### config.mk
export PLATFORM = sky130hd
export DESIGN_NAME = xtea_block_cipher
export DESIGN_NICKNAME = d
export VERILOG_FILES = /design/src/design/xtea_pkg.sv /design/src/design/xtea_datapath.sv /design/src/design/xtea_ctrl.sv /design/src/design/xtea_block_cipher.sv
export SDC_FILE = /design/constraint.sdc
export NUM_CORES = 2
export LEC_CHECK = 0
export ABC_AREA = 1
export BUFFER_PORTS_ARGS = -buffer_cell sky130_fd_sc_hd__buf_2
export CORE_MARGIN = 2
export CORE_UTILIZATION = 45
export CTS_CLUSTER_DIAMETER = 40
export DETAILED_ROUTE_END_ITERATION = 6
export GPL_TIMING_DRIVEN = 0
export SYNTH_ARGS = -nofsm -noshare
export SYNTH_HDL_FRONTEND = slang
export SYNTH_SLANG_ARGS = --single-unit
### constraint.sdc
create_clock -name clk -period 14.9 [get_ports clk]
set_clock_uncertainty 0.15 [all_clocks]
set_input_delay 2.235 -clock clk [delete_from_list [all_inputs] [get_ports clk]]
set_output_delay 2.235 -clock clk [all_outputs]
set_load 0.01 [all_outputs]
### src/design/xtea_pkg.sv
// Shared constants, types and the round mixing function of the XTEA block cipher.
`timescale 1ns / 1ps

package xtea_pkg;

  localparam int unsigned WORD_W     = 32;
  localparam int unsigned COUNT_W    = 8;
  localparam int unsigned NUM_KEYS   = 4;
  localparam int unsigned CFG_IDX_W  = 3;

  localparam logic [WORD_W-1:0]  XTEA_DELTA         = 32'h9E37_79B9;
  localparam logic [COUNT_W-1:0] CYCLE_COUNT_RESET  = 8'd32;

  localparam logic [CFG_IDX_W-1:0] REG_KEY_WORD0   = 3'd0;
  localparam logic [CFG_IDX_W-1:0] REG_KEY_WORD1   = 3'd1;
  localparam logic [CFG_IDX_W-1:0] REG_KEY_WORD2   = 3'd2;
  localparam logic [CFG_IDX_W-1:0] REG_KEY_WORD3   = 3'd3;
  localparam logic [CFG_IDX_W-1:0] REG_CYCLE_COUNT = 3'd4;

  localparam logic OP_ENCRYPT = 1'b0;
  localparam logic OP_DECRYPT = 1'b1;

  typedef logic [NUM_KEYS-1:0][WORD_W-1:0] key_t;

  typedef struct packed {
    logic load;
    logic step;
    logic finish;
  } dp_cmd_t;

  typedef struct packed {
    logic rounds_done;
  } dp_status_t;

  function automatic logic [WORD_W-1:0] mix(input logic [WORD_W-1:0] x);
    logic [WORD_W-1:0] t;
    t = (x << 4) ^ (x >> 5);
    return t + x;
  endfunction

endpackage

### src/design/xtea_datapath.sv
// Datapath of the XTEA cipher: block halves, running sums, round counter and result register.
`timescale 1ns / 1ps

module xtea_datapath (
  input  logic                                  clk,
  input  xtea_pkg::dp_cmd_t                     cmd,
  output xtea_pkg::dp_status_t                  sts,
  input  logic                                  command,
  input  logic [xtea_pkg::WORD_W-1:0]           word_low,
  input  logic [xtea_pkg::WORD_W-1:0]           word_high,
  input  xtea_pkg::key_t                        key_word,
  input  logic [xtea_pkg::COUNT_W-1:0]          cycle_count,
  output logic [xtea_pkg::WORD_W-1:0]           out_low,
  output logic [xtea_pkg::WORD_W-1:0]           out_high
);

  logic                            decrypt;
  logic [xtea_pkg::COUNT_W-1:0]    rounds_left;
  logic [xtea_pkg::WORD_W-1:0]     a;
  logic [xtea_pkg::WORD_W-1:0]     b;
  logic [xtea_pkg::WORD_W-1:0]     sum_lo;
  logic [xtea_pkg::WORD_W-1:0]     sum_hi;

  logic [xtea_pkg::COUNT_W-1:0]    count_dec;
  logic [xtea_pkg::WORD_W-1:0]     start_hi;
  logic [xtea_pkg::WORD_W-1:0]     start_lo;
  logic [xtea_pkg::WORD_W-1:0]     ksum_a;
  logic [xtea_pkg::WORD_W-1:0]     ksum_b;
  logic [xtea_pkg::WORD_W-1:0]     a_enc;
  logic [xtea_pkg::WORD_W-1:0]     b_enc;
  logic [xtea_pkg::WORD_W-1:0]     a_dec;
  logic [xtea_pkg::WORD_W-1:0]     b_dec;

  // The first half uses sum_lo and the second half sum_hi, which differ by one delta for any nonzero cycle count.
  always_comb begin
    count_dec = cycle_count - 8'd1;
    start_hi  = xtea_pkg::XTEA_DELTA * {24'd0, cycle_count};
    start_lo  = xtea_pkg::XTEA_DELTA * {24'd0, count_dec};
    ksum_a    = sum_lo + key_word[sum_lo[1:0]];
    ksum_b    = sum_hi + key_word[sum_hi[12:11]];
    a_enc     = a + (xtea_pkg::mix(b) ^ ksum_a);
    b_enc     = b + (xtea_pkg::mix(a_enc) ^ ksum_b);
    b_dec     = b - (xtea_pkg::mix(a) ^ ksum_b);
    a_dec     = a - (xtea_pkg::mix(b_dec) ^ ksum_a);
  end

  always_ff @(posedge clk) begin
    if (cmd.load) begin
      a           <= word_low;
      b           <= word_high;
      decrypt     <= command;
      rounds_left <= cycle_count;
      if (command == xtea_pkg::OP_DECRYPT) begin
        sum_lo <= start_lo;
        sum_hi <= start_hi;
      end else begin
        sum_lo <= '0;
        sum_hi <= xtea_pkg::XTEA_DELTA;
      end
    end else if (cmd.step) begin
      rounds_left <= rounds_left - 8'd1;
      if (decrypt == xtea_pkg::OP_DECRYPT) begin
        a      <= a_dec;
        b      <= b_dec;
        sum_lo <= sum_lo - xtea_pkg::XTEA_DELTA;
        sum_hi <= sum_hi - xtea_pkg::XTEA_DELTA;
      end else begin
        a      <= a_enc;
        b      <= b_enc;
        sum_lo <= sum_lo + xtea_pkg::XTEA_DELTA;
        sum_hi <= sum_hi + xtea_pkg::XTEA_DELTA;
      end
    end
    if (cmd.finish) begin
      out_low  <= a;
      out_high <= b;
    end
  end

  assign sts.rounds_done = (rounds_left == 8'd0);

endmodule

### src/design/xtea_ctrl.sv
// Controller of the XTEA cipher: input handshake, round sequencing and output valid.
`timescale 1ns / 1ps

module xtea_ctrl (
  input  logic                  clk,
  input  logic                  rst,
  input  logic                  s_tvalid,
  output logic                  s_tready,
  output logic                  m_tvalid,
  input  logic                  m_tready,
  output xtea_pkg::dp_cmd_t     cmd,
  input  xtea_pkg::dp_status_t  sts
);

  localparam logic ST_IDLE = 1'b0;
  localparam logic ST_RUN  = 1'b1;

  logic state;
  logic state_next;
  logic out_valid;
  logic out_valid_next;
  logic out_free;

  always_comb begin
    out_free       = !out_valid || m_tready;
    s_tready       = (state == ST_IDLE);
    cmd            = '0;
    state_next     = state;
    out_valid_next = out_valid && !m_tready;
    case (state)
      ST_IDLE: begin
        if (s_tvalid) begin
          cmd.load   = 1'b1;
          state_next = ST_RUN;
        end
      end
      ST_RUN: begin
        if (!sts.rounds_done) begin
          cmd.step = 1'b1;
        end else if (out_free) begin
          cmd.finish     = 1'b1;
          out_valid_next = 1'b1;
          state_next     = ST_IDLE;
        end
      end
      default: begin
        state_next = ST_IDLE;
      end
    endcase
  end

  always_ff @(posedge clk) begin
    if (rst) begin
      state     <= ST_IDLE;
      out_valid <= 1'b0;
    end else begin
      state     <= state_next;
      out_valid <= out_valid_next;
    end
  end

  assign m_tvalid = out_valid;

  a_finish_into_free_slot: assert property (@(posedge clk) disable iff (rst)
    cmd.finish |-> (!m_tvalid || m_tready))
    else $error("Result written while the previous one was still waiting.");

  a_finish_shows_result: assert property (@(posedge clk) disable iff (rst)
    cmd.finish |=> m_tvalid)
    else $error("Finished result did not raise the output valid.");

  a_one_command: assert property (@(posedge clk) disable iff (rst)
    $onehot0({cmd.load, cmd.step, cmd.finish}))
    else $error("Datapath received more than one command in a cycle.");

  a_accept_then_busy: assert property (@(posedge clk) disable iff (rst)
    (s_tvalid && s_tready) |=> !s_tready)
    else $error("Controller stayed ready after accepting a transaction.");

endmodule

### src/design/xtea_block_cipher.sv
// Top level of the XTEA block cipher: configuration registers, controller and datapath.
`timescale 1ns / 1ps
//
// The slave stream carries one 64-bit block per transaction, with tuser selecting
// encryption (0) or decryption (1). The master stream returns the transformed block.
// Key words and the cycle count are written through the configuration port; the user
// must write them only while the block is idle, which the block itself does not enforce.
// A write takes effect at the clock edge where cfg_write_en is high, and indexes above
// the cycle count register are ignored. One XTEA cycle (both halves) is computed per
// clock by the round datapath until the cycle count is used up; the block then moves
// into the result register, from which it shows on the master side, and only then can a
// new block be accepted. A count of zero returns the block unchanged.
// The result register lets the next block be accepted and processed while the
// previous result waits; if the receiver stalls, the finished block is held in the
// datapath until the result register frees up, and no new block is accepted meanwhile.
// Reset clears the key words to zero, sets the cycle count to 32 and empties the
// pipeline. There is no clearing pass.

module xtea_block_cipher (
  input  logic                                clk,
  input  logic                                rst,
  input  logic                                s_tvalid,
  output logic                                s_tready,
  input  logic [63:0]                         s_tdata,   // word_low [31:0], word_high [63:32]
  input  logic                                s_tuser,   // command
  output logic                                m_tvalid,
  input  logic                                m_tready,
  output logic [63:0]                         m_tdata,   // out_low [31:0], out_high [63:32]
  input  logic                                cfg_write_en,
  input  logic [xtea_pkg::CFG_IDX_W-1:0]      cfg_index,
  input  logic [xtea_pkg::WORD_W-1:0]         cfg_data
);

  xtea_pkg::key_t                  key_word;
  logic [xtea_pkg::COUNT_W-1:0]    cycle_count;
  xtea_pkg::dp_cmd_t               cmd;
  xtea_pkg::dp_status_t            sts;
  logic [xtea_pkg::WORD_W-1:0]     out_low;
  logic [xtea_pkg::WORD_W-1:0]     out_high;

  always_ff @(posedge clk) begin
    if (rst) begin
      key_word    <= '0;
      cycle_count <= xtea_pkg::CYCLE_COUNT_RESET;
    end else if (cfg_write_en) begin
      case (cfg_index)
        xtea_pkg::REG_KEY_WORD0:   key_word[0] <= cfg_data;
        xtea_pkg::REG_KEY_WORD1:   key_word[1] <= cfg_data;
        xtea_pkg::REG_KEY_WORD2:   key_word[2] <= cfg_data;
        xtea_pkg::REG_KEY_WORD3:   key_word[3] <= cfg_data;
        xtea_pkg::REG_CYCLE_COUNT: cycle_count <= cfg_data[xtea_pkg::COUNT_W-1:0];
        default: begin
        end
      endcase
    end
  end

  xtea_ctrl u_ctrl (
    .clk      (clk),
    .rst      (rst),
    .s_tvalid (s_tvalid),
    .s_tready (s_tready),
    .m_tvalid (m_tvalid),
    .m_tready (m_tready),
    .cmd      (cmd),
    .sts      (sts)
  );

  xtea_datapath u_datapath (
    .clk         (clk),
    .cmd         (cmd),
    .sts         (sts),
    .command     (s_tuser),
    .word_low    (s_tdata[31:0]),
    .word_high   (s_tdata[63:32]),
    .key_word    (key_word),
    .cycle_count (cycle_count),
    .out_low     (out_low),
    .out_high    (out_high)
  );

  assign m_tdata = {out_high, out_low};

endmodule

==> results.py <==
metrics = {
    "outcome": {
        "outcome": "complete, but fails checks",
        "violations": "max-capacitance violations, max-slew violations",
    },
    "clock_tree": {
        "numCtsBuffers": 72,
        "cts_sinks": 339,
        "clkTransAtPathRegs_ns": 0.05,
        "cts.htree.levels": 3,
        "clockBufferDepth": 3,
        "cts_hold_buf": 0,
        "ctsResizeCount": 0,
        "clockRootBuffer": "clkbuf_16",
        "clk_latency_ns": 0.67,
        "tritoncts": "yes",
        "post_cts_buffers": 0,
    },
    "logic_synthesis": {
        "syn_nets": 6565,
        "yosys_warnings": 0,
        "ys_types": 72,
        "synthArstFlopShare_pct": 0,
        "synth_flop_cell": "edfxtp_1",
        "postSynthAreaPerCell_um2": 7.31,
        "synth_area_um2": 42500,
        "synth_edf_count": 201,
        "seq_area_frac_synth_pct": 20.7,
        "netlist_instances": 5815,
        "synth-seq-cells": 339,
    },
    "placed_design": {
        "hpwl_um": 146000,
        "dpl-instance-area_um2": 45100,
        "gp_congestion": 1.04,
        "place.port_buffers": 170,
    },
    "final_layout": {
        "syn_to_final_growth_pct": 12.1,
        "drive_gt1_share_pct": 8.08,
        "final_common_cell": "nand2_1",
        "fin_nets": 6818,
        "final_cell_mix": "944 x nand2_1, 677 x inv_1, 638 x nor2_1",
        "final_area_um2": 47600,
    },
    "floorplan": {
        "initial_core_util_pct": 45.5,
        "rows": 112,
        "die_w_um": 311,
        "core_um2": 93500,
        "dieArea_um2": 96900,
        "ios": 171,
        "die_height_um": 311,
    },
    "timing": {
        "relSlewSlack_pct": -1.12,
        "rsz0062_at_grt": "no",
        "final_hold_viol_count": 0,
        "slew_viol_final": 11,
        "fmax_mhz": 88.6,
        "min_period_ns": 11.29,
        "min_period_over_period_pct": 75.8,
        "setup_viol": 0,
        "worst_pin_slew_ns": 1.52,
        "worst_hold_slack_ns": 0.319,
    },
    "detailed_routing": {
        "dr.pass1.iters": 6,
        "finalWirelength_um": 176000,
        "drtAntennaViolNets": 0,
        "vias": 42200,
        "drt-wirelength-per-cell_um": 23.8,
        "detail_route.vias_per_cell": 5.71,
        "drc": 0,
        "dr.first_iter.drc_count": 4075,
    },
    "worst_setup_path": {
        "path_common_cell": "nand2_1",
        "required_ns": 15.17,
        "cp.depth": 47,
        "criticalPathCategory": "reg -> reg",
        "path_buf_inv": 4,
        "cp-start-kind": "flip-flop",
        "critPathSlowestCell": "o22ai_1",
        "crit_arrival_ns": 11.56,
        "r2r_cells": 47,
        "max_stage_delay_ns": 0.77,
        "crit_fanout": 10,
        "end_kind": "flip-flop",
        "cpLargestDelayFamily": "simple AND/OR/NAND/NOR gates",
    },
    "min_path": {
        "holdPathStages": 2,
        "hp-class": "reg -> reg",
    },
    "grt": {
        "grt_use_total_pct": 35.4,
        "grt_pass1_wl_um": 257000,
        "grt_max_degree": 48,
        "grt_antenna_before_repair": 6,
        "grt_pass1_vias": 40800,
        "grt_overflow": 0,
    },
    "job": {
        "drv_cap": 1,
    },
}
## tightest hold or removal path, delay by kind of cell, from the launching register on
kind                   cells  cell delay, ns
AOI/OAI and AO/OA          1            0.05
buffers and inverters      1            0.05
DFF                        1            0.32
## synthesized netlist by cell type, types with 26 or more instances
master / n / area [um^2]
o22ai_1: 70 / 438
dfxtp_1: 138 / 2760
o21ai_1: 37 / 185
a31oi_1: 62 / 388
nand3_1: 191 / 956
nor2_1: 640 / 2400
nand2_1: 944 / 3540
xor2_1: 339 / 2970
o21ai_2: 29 / 254
nand2_2: 31 / 194
nor3_1: 51 / 255
a21oi_2: 26 / 228
clkbuf_1: 114 / 428
a21oi_1: 539 / 2700
o21ai_0: 542 / 2710
nand4_1: 37 / 231
inv_1: 677 / 2540
a21o_1: 45 / 338
xnor2_1: 168 / 1470
o21bai_1: 29 / 218
fa_1: 135 / 2700
ha_1: 510 / 6380
edfxtp_1: 201 / 6040
## logic make-up (layout without fill, tap and decap cells)
| kind of cell | count (synthesis) | count (layout) | share of synthesized area, % |
|---|---|---|---|
| compound gates | 1530 | 1530 | 20.7 |
| xor+xnor | 518 | 518 | 10.9 |
| fa+ha+maj | 645 | 645 | 21.4 |
| buf+inv | 809 | 1120 | 7.21 |
| flops | 339 | 339 | 20.7 |
| other cells | 0 | 3 | 0 |
| simple gates | 1974 | 1974 | 19.2 |
## final cells by class
type	instances	area (um^2)
fillers	9362	45800
multi-input cells	4667	30700
flip-flops and latches	339	8800
inverters	683	2560
clock buffers	78	1860
well taps	1254	1570
repair buffers	179	1030
clock inverters	54	642
plain buffers	126	507
diodes	3	7.51
## registers in the layout, indices dropped and copies added, names as in the netlist
name / cells
cycle_count: 8
key_word: 128
u_ctrl.m_tvalid: 1
u_ctrl.state: 1
u_datapath.a: 32
u_datapath.b: 32
u_datapath.decrypt: 1
u_datapath.out_high: 32
u_datapath.out_low: 32
u_datapath.rounds_left: 8
u_datapath.sum_hi: 32
u_datapath.sum_lo: 32
## layer usage
layer	routed length (um)	track usage, %	up-vias
met5	30	0	-
met4	12300	21.3	4
met3	11300	4.97	436
met2	81200	59.5	1593
met1	70600	42.9	19900
li1	-	-	20300
## stage by stage
| step | instances | setup TNS [ns] | util (%) | setup WS, ns |
|---|---|---|---|---|
| 2_1_floorplan | 5815 | 0 | - | 3.72 |
| 3_3_place_gp | 7239 | -435.54 | 48.1 | -3.24 |
| 3_5_place_dp | 7248 | 0 | 48.3 | 3.92 |
| 4_1_cts | 7380 | 0 | 51.0 | 3.92 |
| 5_1_grt | 7380 | 0 | 51.0 | 3.17 |
| 6_report | 7383 | 0 | 51.0 | 3.61 |
## worst paths after layout
path                           end                 start  slack (ns)
setup / recovery  u_datapath.b[31]  u_datapath.sum_lo[0]        3.61
hold / removal       key_word[110]         key_word[110]        0.32
setup reg to reg  u_datapath.b[31]  u_datapath.sum_lo[0]        3.61
hold reg to reg      key_word[110]         key_word[110]        0.32
Power is not shown: default switching activity piles up to over one toggle a cycle in this logic, so the estimate is an artifact.
